File: src/rtl/core/msma_pkg.sv
package msma_pkg;

  localparam int ByteW = 8;
  localparam int IdxW  = 6;
  localparam int ExpW  = 16;
  localparam int LenW  = 7;

  localparam logic [ByteW-1:0] StatSysex    = 8'hF0;
  localparam logic [ByteW-1:0] StatEox      = 8'hF7;
  localparam logic [ByteW-1:0] StatDebug    = 8'hFF;
  localparam logic [ByteW-1:0] StatVoiceMax = 8'hEF;
  localparam logic [ByteW-1:0] StatSysMax   = 8'hF7;
  localparam logic [ExpW-1:0]  SysexOpenLen = 16'hFFFF;

  typedef enum logic [1:0] {
    KindMidi  = 2'd0,
    KindDebug = 2'd1,
    KindStray = 2'd2
  } kind_e;

  // One word handed to the output stage.
  typedef struct packed {
    logic              load;
    logic              from_ram;
    logic [ByteW-1:0]  data;
    logic [IdxW-1:0]   idx;
    logic              last;
    kind_e             kind;
    logic              incomplete;
    logic              truncated;
  } out_load_t;

  // Number of data bytes that follow a status byte.
  function automatic logic [ExpW-1:0] data_length(input logic [ByteW-1:0] s);
    logic [3:0] hi;
    hi = s[7:4];
    if (hi == 4'hC || hi == 4'hD) return 16'd1;
    if (hi >= 4'h8 && hi <= 4'hE) return 16'd2;
    if (s == StatDebug) return 16'd3;
    if (s == StatSysex) return SysexOpenLen;
    if (s == 8'hF2) return 16'd2;
    if (s == 8'hF1 || s == 8'hF3) return 16'd1;
    return 16'd0;
  endfunction

endpackage

File: src/rtl/core/msma_ram.sv
module msma_ram #(
  parameter int Width = 8,
  parameter int Depth = 32
) (
  input  logic                     clk_i,
  input  logic                     we_i,
  input  logic [$clog2(Depth)-1:0] waddr_i,
  input  logic [Width-1:0]         wdata_i,
  input  logic                     re_i,
  input  logic [$clog2(Depth)-1:0] raddr_i,
  output logic [Width-1:0]         rdata_o
);

  logic [Width-1:0] mem [Depth];
  logic [Width-1:0] rdata_q;

  always_ff @(posedge clk_i) begin
    if (we_i) begin
      mem[waddr_i] <= wdata_i;
    end
    if (re_i) begin
      rdata_q <= mem[raddr_i];
    end
  end

  assign rdata_o = rdata_q;

endmodule

File: src/rtl/core/msma_out.sv
module msma_out
  import msma_pkg::*;
(
  input  logic             clk_i,
  input  logic             rst_ni,
  input  out_load_t        load_i,
  input  logic [ByteW-1:0] ram_data_i,
  output logic             free_o,
  output logic             m_tvalid_o,
  input  logic             m_tready_i,
  output logic [15:0]      m_tdata_o,
  output logic             m_tlast_o,
  output logic [3:0]       m_tuser_o
);

  logic      valid_q, valid_d;
  out_load_t meta_q, meta_d;
  logic [ByteW-1:0] data;

  // A new word may be loaded when the slot is empty or is taken this cycle.
  assign free_o = !valid_q || m_tready_i;

  always_comb begin
    valid_d = valid_q;
    meta_d  = meta_q;
    if (load_i.load) begin
      valid_d = 1'b1;
      meta_d  = load_i;
    end else if (m_tready_i) begin
      valid_d = 1'b0;
    end
  end

  always_ff @(posedge clk_i or negedge rst_ni) begin
    if (!rst_ni) begin
      valid_q <= 1'b0;
      meta_q  <= '0;
    end else begin
      valid_q <= valid_d;
      meta_q  <= meta_d;
    end
  end

  // Buffered bytes come straight from the RAM read register, which holds
  // while no read is issued.
  assign data       = meta_q.from_ram ? ram_data_i : meta_q.data;
  assign m_tvalid_o = valid_q;
  assign m_tdata_o  = {2'b00, meta_q.idx, data};
  assign m_tlast_o  = meta_q.last;
  assign m_tuser_o  = {meta_q.truncated, meta_q.incomplete, meta_q.kind};

endmodule

File: src/rtl/core/midi_stream_message_assembler_top.sv
// Channel  Dir  Signals                      Word contents (lowest bit first)
// s        in   s_tvalid_i/s_tready_o/tdata  rx_byte[7:0]
// m        out  m_tvalid_o/m_tready_i/tdata  msg_byte[7:0], byte_index[13:8], zero pad
//               m_tlast_o, m_tuser_o         last; kind[1:0], incomplete[2], truncated[3]
//
// A byte that completes or cuts off a message starts a drain of the message
// RAM, one word per cycle through its single read port while the output
// takes words; a cut then opens the new message in StStart, and a restart
// from running status appends its data byte in StPut.
// Reset clears all control state; the message RAM is not cleared.
// Input is held off while a message drains or a one-word result waits to load.
module midi_stream_message_assembler_top
  import msma_pkg::*;
#(
  parameter int MAX_MSG_BYTES = 32
) (
  input  logic        clk_i,
  input  logic        rst_ni,
  input  logic        s_tvalid_i,
  output logic        s_tready_o,
  input  logic [7:0]  s_tdata_i,   // rx_byte[7:0]
  output logic        m_tvalid_o,
  input  logic        m_tready_i,
  output logic [15:0] m_tdata_o,   // msg_byte[7:0], byte_index[13:8]
  output logic        m_tlast_o,
  output logic [3:0]  m_tuser_o    // kind[1:0], incomplete[2], truncated[3]
);

  localparam int AddrW = $clog2(MAX_MSG_BYTES);
  localparam int CntW  = $clog2(MAX_MSG_BYTES + 1);
  localparam logic [CntW-1:0] CntMax = CntW'(MAX_MSG_BYTES);

  typedef enum logic [2:0] {
    StIdle,
    StDrain,
    StStart,
    StPut,
    StOne
  } state_e;

  state_e state_q, state_d;

  // Message bookkeeping. The first and fourth stored bytes are shadowed
  // here so the message kind and the debug text length need no RAM read.
  logic [CntW-1:0]  count_q, count_d;
  logic [ExpW-1:0]  exp_q, exp_d;
  logic [ByteW-1:0] run_q, run_d;
  logic             ovf_q, ovf_d;
  logic [ByteW-1:0] head_q, head_d;
  logic [LenW-1:0]  len_q, len_d;

  // Drain sequencer.
  logic [AddrW-1:0] rd_idx_q, rd_idx_d;
  logic [AddrW-1:0] dr_last_q, dr_last_d;
  kind_e            dr_kind_q, dr_kind_d;
  logic             dr_inc_q, dr_inc_d;
  logic             dr_trunc_q, dr_trunc_d;
  logic             pend_start_q, pend_start_d;
  logic [ByteW-1:0] pend_q, pend_d;
  kind_e            one_kind_q, one_kind_d;

  // RAM port controls.
  logic             ram_we;
  logic [AddrW-1:0] ram_waddr;
  logic [ByteW-1:0] ram_wdata;
  logic             ram_re;
  logic [ByteW-1:0] ram_rdata;

  out_load_t        out_load;
  logic             out_free;

  logic             accept;
  logic [ByteW-1:0] in_b;

  // Put path: append one byte to the open message.
  logic [ByteW-1:0] put_b;
  logic             put_ok;
  logic [CntW-1:0]  put_cnt;
  logic [LenW-1:0]  put_len;
  logic [ExpW-1:0]  put_exp0;
  logic [ExpW-1:0]  put_exp;

  // Start path: open a new message with a status byte.
  logic [ByteW-1:0] start_b;
  logic [ExpW-1:0]  start_len;

  assign accept     = s_tvalid_i && s_tready_o;
  assign s_tready_o = (state_q == StIdle);
  assign in_b       = s_tdata_i;

  assign put_b    = (state_q == StPut) ? pend_q : in_b;
  assign put_ok   = (count_q < CntMax);
  assign put_cnt  = put_ok ? count_q + CntW'(1) : count_q;
  assign put_len  = (count_q == CntW'(3)) ? put_b[LenW-1:0] : len_q;
  assign put_exp0 = exp_q - 16'd1;
  // A debug header reloads the count from its fourth byte.
  assign put_exp  = (head_q == StatDebug && put_exp0 == '0 && put_cnt == CntW'(4))
                    ? ExpW'(put_len) : put_exp0;

  always_comb begin
    if (state_q == StStart) begin
      start_b = pend_q;
    end else if (in_b[7]) begin
      start_b = in_b;
    end else begin
      start_b = run_q;
    end
  end
  assign start_len = data_length(start_b);

  always_comb begin
    state_d      = state_q;
    count_d      = count_q;
    exp_d        = exp_q;
    run_d        = run_q;
    ovf_d        = ovf_q;
    head_d       = head_q;
    len_d        = len_q;
    rd_idx_d     = rd_idx_q;
    dr_last_d    = dr_last_q;
    dr_kind_d    = dr_kind_q;
    dr_inc_d     = dr_inc_q;
    dr_trunc_d   = dr_trunc_q;
    pend_start_d = pend_start_q;
    pend_d       = pend_q;
    one_kind_d   = one_kind_q;
    ram_we       = 1'b0;
    ram_waddr    = count_q[AddrW-1:0];
    ram_wdata    = put_b;
    ram_re       = 1'b0;
    out_load     = '0;
    out_load.kind = KindMidi;

    unique case (state_q)
      StIdle: begin
        if (accept) begin
          pend_d = in_b;
          if (in_b[7]) begin
            if (in_b == StatEox && count_q != '0 && head_q == StatSysex) begin
              // End of SysEx: store the terminator and send the message whole.
              ram_we       = put_ok;
              ram_wdata    = in_b;
              state_d      = StDrain;
              rd_idx_d     = '0;
              dr_last_d    = AddrW'(put_cnt - CntW'(1));
              dr_kind_d    = (head_q == StatDebug) ? KindDebug : KindMidi;
              dr_inc_d     = 1'b0;
              dr_trunc_d   = ovf_q || !put_ok;
              pend_start_d = 1'b0;
              count_d      = '0;
              exp_d        = '0;
              ovf_d        = 1'b0;
            end else if (exp_q != '0) begin
              // A status byte cuts the open message short.
              state_d      = StDrain;
              rd_idx_d     = '0;
              dr_last_d    = AddrW'(count_q - CntW'(1));
              dr_kind_d    = (head_q == StatDebug) ? KindDebug : KindMidi;
              dr_inc_d     = 1'b1;
              dr_trunc_d   = ovf_q;
              pend_start_d = 1'b1;
              count_d      = '0;
              exp_d        = '0;
              ovf_d        = 1'b0;
            end else begin
              ram_we    = 1'b1;
              ram_waddr = '0;
              ram_wdata = start_b;
              head_d    = start_b;
              exp_d     = start_len;
              ovf_d     = 1'b0;
              count_d   = CntW'(1);
              if (start_b <= StatVoiceMax) begin
                run_d = start_b;
              end else if (start_b <= StatSysMax) begin
                run_d = '0;
              end
              if (start_len == '0) begin
                // Single-byte message goes out directly.
                count_d    = '0;
                one_kind_d = KindMidi;
                state_d    = StOne;
              end
            end
          end else if (exp_q == '0 && run_q == '0) begin
            one_kind_d = KindStray;
            state_d    = StOne;
          end else if (exp_q == '0) begin
            // Running status: reopen with the saved status, then append.
            ram_we    = 1'b1;
            ram_waddr = '0;
            ram_wdata = start_b;
            head_d    = start_b;
            exp_d     = start_len;
            ovf_d     = 1'b0;
            count_d   = CntW'(1);
            state_d   = StPut;
          end else begin
            ram_we  = put_ok;
            count_d = put_cnt;
            len_d   = put_len;
            ovf_d   = ovf_q || !put_ok;
            exp_d   = put_exp;
            if (put_exp == '0) begin
              state_d      = StDrain;
              rd_idx_d     = '0;
              dr_last_d    = AddrW'(put_cnt - CntW'(1));
              dr_kind_d    = (head_q == StatDebug) ? KindDebug : KindMidi;
              dr_inc_d     = 1'b0;
              dr_trunc_d   = ovf_q || !put_ok;
              pend_start_d = 1'b0;
              count_d      = '0;
              ovf_d        = 1'b0;
            end
          end
        end
      end

      StPut: begin
        ram_we  = put_ok;
        count_d = put_cnt;
        len_d   = put_len;
        ovf_d   = ovf_q || !put_ok;
        exp_d   = put_exp;
        state_d = StIdle;
        if (put_exp == '0) begin
          state_d      = StDrain;
          rd_idx_d     = '0;
          dr_last_d    = AddrW'(put_cnt - CntW'(1));
          dr_kind_d    = (head_q == StatDebug) ? KindDebug : KindMidi;
          dr_inc_d     = 1'b0;
          dr_trunc_d   = ovf_q || !put_ok;
          pend_start_d = 1'b0;
          count_d      = '0;
          ovf_d        = 1'b0;
        end
      end

      StStart: begin
        ram_we    = 1'b1;
        ram_waddr = '0;
        ram_wdata = start_b;
        head_d    = start_b;
        exp_d     = start_len;
        ovf_d     = 1'b0;
        count_d   = CntW'(1);
        state_d   = StIdle;
        if (start_b <= StatVoiceMax) begin
          run_d = start_b;
        end else if (start_b <= StatSysMax) begin
          run_d = '0;
        end
        if (start_len == '0) begin
          count_d    = '0;
          one_kind_d = KindMidi;
          state_d    = StOne;
        end
      end

      StDrain: begin
        if (out_free) begin
          ram_re              = 1'b1;
          out_load.load       = 1'b1;
          out_load.from_ram   = 1'b1;
          out_load.idx        = IdxW'(rd_idx_q);
          out_load.last       = (rd_idx_q == dr_last_q);
          out_load.kind       = dr_kind_q;
          out_load.incomplete = dr_inc_q;
          out_load.truncated  = dr_trunc_q;
          if (rd_idx_q == dr_last_q) begin
            state_d = pend_start_q ? StStart : StIdle;
          end else begin
            rd_idx_d = rd_idx_q + AddrW'(1);
          end
        end
      end

      StOne: begin
        if (out_free) begin
          out_load.load = 1'b1;
          out_load.data = pend_q;
          out_load.last = 1'b1;
          out_load.kind = one_kind_q;
          state_d       = StIdle;
        end
      end

      default: begin
        state_d = StIdle;
      end
    endcase
  end

  always_ff @(posedge clk_i or negedge rst_ni) begin
    if (!rst_ni) begin
      state_q      <= StIdle;
      count_q      <= '0;
      exp_q        <= '0;
      run_q        <= '0;
      ovf_q        <= 1'b0;
      head_q       <= '0;
      len_q        <= '0;
      rd_idx_q     <= '0;
      dr_last_q    <= '0;
      dr_kind_q    <= KindMidi;
      dr_inc_q     <= 1'b0;
      dr_trunc_q   <= 1'b0;
      pend_start_q <= 1'b0;
      pend_q       <= '0;
      one_kind_q   <= KindMidi;
    end else begin
      state_q      <= state_d;
      count_q      <= count_d;
      exp_q        <= exp_d;
      run_q        <= run_d;
      ovf_q        <= ovf_d;
      head_q       <= head_d;
      len_q        <= len_d;
      rd_idx_q     <= rd_idx_d;
      dr_last_q    <= dr_last_d;
      dr_kind_q    <= dr_kind_d;
      dr_inc_q     <= dr_inc_d;
      dr_trunc_q   <= dr_trunc_d;
      pend_start_q <= pend_start_d;
      pend_q       <= pend_d;
      one_kind_q   <= one_kind_d;
    end
  end

  msma_ram #(
    .Width(ByteW),
    .Depth(MAX_MSG_BYTES)
  ) u_msg_ram (
    .clk_i   (clk_i),
    .we_i    (ram_we),
    .waddr_i (ram_waddr),
    .wdata_i (ram_wdata),
    .re_i    (ram_re),
    .raddr_i (rd_idx_q),
    .rdata_o (ram_rdata)
  );

  msma_out u_out (
    .clk_i      (clk_i),
    .rst_ni     (rst_ni),
    .load_i     (out_load),
    .ram_data_i (ram_rdata),
    .free_o     (out_free),
    .m_tvalid_o (m_tvalid_o),
    .m_tready_i (m_tready_i),
    .m_tdata_o  (m_tdata_o),
    .m_tlast_o  (m_tlast_o),
    .m_tuser_o  (m_tuser_o)
  );

endmodule

File: config.mk
export PLATFORM = sky130hd
export DESIGN_NAME = midi_stream_message_assembler_top
export DESIGN_NICKNAME = d
export VERILOG_FILES = /design/src/rtl/core/msma_pkg.sv /design/src/rtl/core/msma_ram.sv /design/src/rtl/core/msma_out.sv /design/src/rtl/core/midi_stream_message_assembler_top.sv
export SDC_FILE = /design/constraint.sdc
export NUM_CORES = 1
export LEC_CHECK = 0
export ABC_AREA = 1
export ABC_CLOCK_PERIOD_IN_PS = 3700
export BUFFER_PORTS_ARGS = -buffer_cell sky130_fd_sc_hd__buf_2
export CORE_MARGIN = 10
export CORE_UTILIZATION = 50
export CTS_BUF_LIST = sky130_fd_sc_hd__clkbuf_4 sky130_fd_sc_hd__clkbuf_8
export CTS_CLUSTER_DIAMETER = 80
export CTS_CLUSTER_SIZE = 30
export DETAILED_ROUTE_END_ITERATION = 8
export HOLD_SLACK_MARGIN = 0.02
export PLACE_DENSITY = 0.75
export SLEW_MARGIN = 20
export SYNTH_ARGS = -nofsm -noshare
export SYNTH_HDL_FRONTEND = slang
export SYNTH_HIERARCHICAL = 1
export SYNTH_SLANG_ARGS = --single-unit
File: constraint.sdc
create_clock -name clk_i -period 3.7 [get_ports clk_i]
set_input_delay 0.37 -clock clk_i [delete_from_list [all_inputs] [get_ports clk_i]]
set_output_delay 0.37 -clock clk_i [all_outputs]
set_load 0.05 [all_outputs]
After elaboration in Yosys (flattened, before gate mapping)
Memory sizes are Yosys's and may differ from the RTL's. A register that Yosys moved wholly into a read port is not among the register bits.
Cells that the tools add are included.

word-level totals
  bits in read-only memories = 0
  register bits after elaboration = 95
  input bits = 12
  RAM bits = 256
  memories = 1
  latch bits = 0

memories
  memory         words  width  rd ports  clocked after Yosys merged registers in  write ports  RTL line        RTL
  u_msg_ram.mem  32     8      1         1                                        1            msma_ram.sv:14  logic [Width-1:0] mem [Depth];

cells by class
  shift operators = 0
  multipliers = 0
  reduce and logical (&&, ||, !) cells = 35
  bitwise operators = 0
  div/mod/pow operators = 0
  muxes and demuxes = 190
  add/sub/neg operators = 5
  eq/ne operators = 37
  magnitude comparators = 5

operators with widths
  cell                                                    number
  two-way mux 16 bit                                      20
  two-way mux 8 bit                                       24
  two-way mux 5 bit                                       22
  equality test 8 bit (second input constant)             8
  zero test 16 bit                                        4
  two-way mux 1 bit                                       63
  case mux 16 bit (3 select lines)                        1
  case mux 8 bit (2 select lines)                         3
  two-way mux 6 bit                                       7
  two-way mux 3 bit                                       13
  two-way mux 7 bit                                       5
  two-way mux 2 bit                                       16
  case mux 5 bit (2 select lines)                         2
  AND reduction 5 bit                                     4
  inequality test 2 bit (second input constant)           9
  case mux 6 bit (3 select lines)                         1
  less-or-equal comparator 8 bit (second input constant)  2
  nonzero test 16 bit                                     1
  subtractor 16 x 1 -> 16 bit (second input constant)     1
  case mux 3 bit (5 select lines)                         1
  case mux 5 bit (3 select lines)                         1
  case mux 7 bit (2 select lines)                         1
  inequality test 3 bit (second input constant)           4
  AND reduction 6 bit                                     2
  other kinds (34)                                        57

Longest topological paths before layout
  depth in word-level cells = 33
  gate-level depth with buffers = 25
  gate-level depth less buffers = 25

Cells and area by module
Netlist, hierarchy kept.

modules (own cells, without submodules)
  module                             instances  seq. area each (um^2)  cells an instance  area each (um^2)
  msma_ram                           1          7927.6                 922                10866.7
  midi_stream_message_assembler_top  1          1851.8                 900                5746.8
  msma_out                           1          525.5                  128                980.9

Least setup slack after synthesis
No wires, ideal clock.

  path kind = register -> register
  start = register exp_q[0]
  end = memory u_msg_ram.mem[0][2] (data pin)
  data required time = 3.312 ns
  data arrival time = 3.106 ns
  library setup time = 0.388 ns
  stages on the path, launching flop included = 13
  path slack = 0.206 ns
  path through = dfrtp_1 inv_1 ha_1 nand2_2 nor2_2 nand3_1 nor4_1 nand2_1 buf_2 o21ai_0 a21oi_1 nor3_1 a2bb2oi_1

between the ends
  longest elaborated chain between the ends = 6
  elaborated cells on any way between the ends = 10

RTL lines
  item                                                     RTL line                                                                                                                      RTL
  start: declaration                                       midi_stream_message_assembler_top.sv:46                                                                                       logic [ExpW-1:0] exp_q, exp_d;
  start signal: assignment                                 midi_stream_message_assembler_top.sv:314                                                                                      exp_q <= exp_d;
  zero test 16 bit or nonzero test 16 bit (tied branches)  midi_stream_message_assembler_top.sv:185, midi_stream_message_assembler_top.sv:188, midi_stream_message_assembler_top.sv:153
  two-way mux 8 bit, or another cell as far along          midi_stream_message_assembler_top.sv:188                                                                                      end else if (exp_q == '0) begin
  two-way mux 8 bit, on equally long branches              midi_stream_message_assembler_top.sv:185, midi_stream_message_assembler_top.sv:139
  two-way mux 8 bit *                                      midi_stream_message_assembler_top.sv:138                                                                                      if (in_b[7]) begin
  two-way mux 8 bit *                                      midi_stream_message_assembler_top.sv:136                                                                                      if (accept) begin
  case mux 8 bit (2 select lines) *                        midi_stream_message_assembler_top.sv:134                                                                                      unique case (state_q)
  named net ram_wdata[2]                                   midi_stream_message_assembler_top.sv:65                                                                                       logic [ByteW-1:0] ram_wdata;
  end: declaration                                         msma_ram.sv:14

Mark *: on every way through the listed nets, which the timed path passes. The rest lies on a longest branch.

Worst setup path in the final report
  start = register exp_q[1]
  end = memory u_msg_ram.mem[17][0] (data pin)

The elaborated chain is that of the path after synthesis.

==> metrics.yaml <==
sta:
  period_share: 0.936
  clock.fmax_mhz: 289
  slew-limit-headroom: 0.447
  finalSetupViolations: 0
  hold_violations: 0
  rsz0062_at_grt: "false"
  report.final.slew_viol_count: 0
  finalClockSkew_ps: 47.2
  tns_ps: 0
  finalCriticalPeriod_ps: 3460
  worst_slew_pin_slew_ps: 830
hold_path:
  hold_end: "pend_q[1]$_DFFE_PN0P_"
  hold_class: "primary input to register"
  hp-start: "s_tdata_i[1]"
  whs_path_depth: 3
synth:
  yosys.area_share.simple: 0.274
  synthCells: 1950
  synth-xor-area-share: 0.00690
  syn_area_um2: 17600
  ys.warnings.count: 6
  async_flop_share: 0.265
  synthAdderAreaFrac: 0.00569
  synth-compound-area-share: 0.0578
  synth_edf_count: 264
  synthMuxAreaShare: 0
  seq_area_frac_synth: 0.586
  synth_ff_type: "edfxtp_1"
  syn_area_per_cell_um2: 9.02
  ys_ff_latch: 359
  synth_cell_types: 48
  synth_top_family_by_area: "simple AND/OR/NAND/NOR gates"
power_and_ir_drop:
  p_leak_uw: 0.00798
  intPower_uw: 8330
  ir_worst_vdd_mv: 0.658
  netSwitchingFraction: 0.468
  clockPowerShare: 0.114
  p_per_area_nw_per_um2: 834
  p_sw_uw: 7320
  seq_power_share: 0.387
  pwr-share-comb: 0.499
cells_and_area:
  layout_commonest_cell: "nand2_1"
  num-nets-final: 2008
  fillCellCount: 3056
  diodes: 0
  drive_above_1_share: 0.0905
  most-common-layout-cells: "691 x nand2_1, 264 x edfxtp_1, 257 x nand3_1, 146 x inv_1, 141 x nor2_1"
  final-instance-count-excl-fill: 2454
  area_delta_synth_final_pct: 6.66
placed_design:
  numPortBuffers: 32
  dp_cells: 2419
  gp_congestion: 0.952
  post-dp-hpwl_mm: 30.1
setup_path:
  cp.arrival_ps: 3870
  end_kind: "register"
  cp-start-kind: "register"
  r2r_cells: 14
  r2r_slack_ps: 240
  timing.rr.start: "exp_q[1]$_DFFE_PN0P_"
  worstPathMaxFanout: 32
  critical_path_class: "register to register"
  crit_start: "exp_q[1]$_DFFE_PN0P_"
  cp.required_ps: 4110
  worstReg2RegEnd: "u_msg_ram/mem[17][0]$_DFFE_PP_"
global_route:
  grt_max_degree: 73
  grt_first_pass_wirelength_mm: 71.2
  grt_pass1_vias: 13202
  antenna_found_initial: 0
  grt-ovfl-total: 0
  grt_usage: 0.199
route:
  wl_per_cell_um: 18.1
  routed_wl_mm: 44.3
  ant_nets: 0
  drc: 0
  first_iter_violations: 1620
  vias: 13689
  dr.pass1.iters: 6
  via_per_inst: 5.58
clocking:
  cts_max_level: 1
  clock-sinks: 359
  cts_made_buffers: 17
  cts_setup_buffers: 0
  clockBufferDepth: 3
  cts_tree: "built"
  clk_pin_slew_ps: 160
  worst_skew_pair.late_latency_ps: 610
  cts_root_buffer: "clkbuf_8"
floorplanning:
  dieHeight_um: 208
  ios: 35
  core_um2: 34600
  fp.dieW_um: 208
  dieArea_um2: 43100
  initial_utilization: 0.508
  num_rows: 68
outcome:
  outcome: "finished clean"
job:
  drv_cap: 0
==> cell type report <==
type                            instances  area, um2  share of cell area
Inverter                              157        591              0.0315
Multi-Input combinational cell       1345       6090               0.325
Timing Repair Buffer                  108        833              0.0444
Tap cell                              455        569              0.0303
Clock inverter                          6       82.6             0.00440
Sequential cell                       359      10300               0.549
Clock buffer                           24        287              0.0153
==> synth_stat cells (all sizes together) (11+ instances only) <==
| cell type | instances | share of area |
|---|---|---|
| clkbuf | 17 | 0.0036 |
| o211ai | 23 | 0.0098 |
| buf | 73 | 0.032 |
| a21oi | 32 | 0.0095 |
| nand3 | 258 | 0.074 |
| inv | 156 | 0.033 |
| nor3 | 18 | 0.0058 |
| nor2 | 156 | 0.036 |
| dfrtp | 95 | 0.14 |
| edfxtp | 264 | 0.45 |
| o21ai | 76 | 0.022 |
| nand2 | 699 | 0.15 |
| o221ai | 11 | 0.0055 |
==> power groups by stage <==
stage | Clock (uW) | Combinational, uW | Sequential (uW)
global route | 1950 | 8610 | 6120
CTS | 1810 | 7720 | 6040
detailed placement | 0 | 7690 | 6130
floorplan | 0 | 5420 | 6000
global placement | 0 | 7570 | 6110
finish | 1790 | 7810 | 6050
==> critical path: stages, from the launching register on <==
cell and delay (ps):
dfrtp_1 420, inv_1 100, ha_1 240, nand2_2 110, nor2_2 190, nand3_1 210, nor4_1 420, buf_4 230
nand2_1 300, o21ai_0 300, a21oi_1 50, o21ai_0 160, o211ai_1 110, o211ai_1 170, buf_12 250
==> worst max path at each step <==
stage | end | cells past startpoint
after global placement | rd_idx_q[0]$_DFFE_PN0P_ | 23
after detailed placement | rd_idx_q[0]$_DFFE_PN0P_ | 23
final | u_msg_ram/mem[17][0]$_DFFE_PP_ | 14
after global routing | u_msg_ram/mem[17][6]$_DFFE_PP_ | 14
after floorplan | u_msg_ram/mem[0][2]$_DFFE_PP_ | 12
after CTS | rd_idx_q[1]$_DFFE_PN0P_ | 23
==> stage by stage <==
step / area [um2] / hold WS (ps) / total power [uW] / worst slack (ps) / util
floorplan: 17600 / 74.4 / 11400 / 206 / -
global placement: 18300 / 451 / 13700 / 483 / 0.530
detailed placement: 18300 / 454 / 13800 / 411 / 0.530
CTS: 18800 / 30.6 / 15600 / 377 / 0.542
global route: 18800 / 49.7 / 16700 / 49.1 / 0.542
finish: 18800 / 45.3 / 15600 / 235 / 0.542
==> state kept, by name, summed over array words and instances (netlist names), 2 cells and up <==
name,flops
u_msg_ram/mem,256
rd_idx_q,5
run_q,8
count_q,6
u_out/m_tdata_o,6
u_msg_ram/rdata_o,8
len_q,7
u_out/m_tuser_o,4
dr_kind_q,2
exp_q,16
one_kind_q,2
state_q,3
u_out/meta_q,9
pend_q,8
dr_last_q,5
head_q,8
==> what timing repair did <==
action | 4_1_cts | 5_1_grt
hold buffers | 5 | 0
resized for setup | 0 | 0
endpoints found under the hold margin | 62 | 0
==> kinds of logic (layout without fill, tap and decap cells) <==
logic type,after synthesis,count (layout)
buffers and inverters,247,295
other,2,3
xor gates and xnor gates,13,13
DFF,359,359
and+or+nand+nor,1154,1154
adders and majority gates,8,8
AOI/OAI and AO/OA,167,167
==> layer usage <==
metal / GRT usage / up-vias / wire (um)
met4: 0.0660 / 0 / 1410
met5: 0 / - / 0
met2: 0.331 / 552 / 21500
li1: - / 6539 / -
met3: 0.0230 / 86 / 3060
met1: 0.265 / 6512 / 18400
No activity file was read; power rests on OpenSTA's default activity.
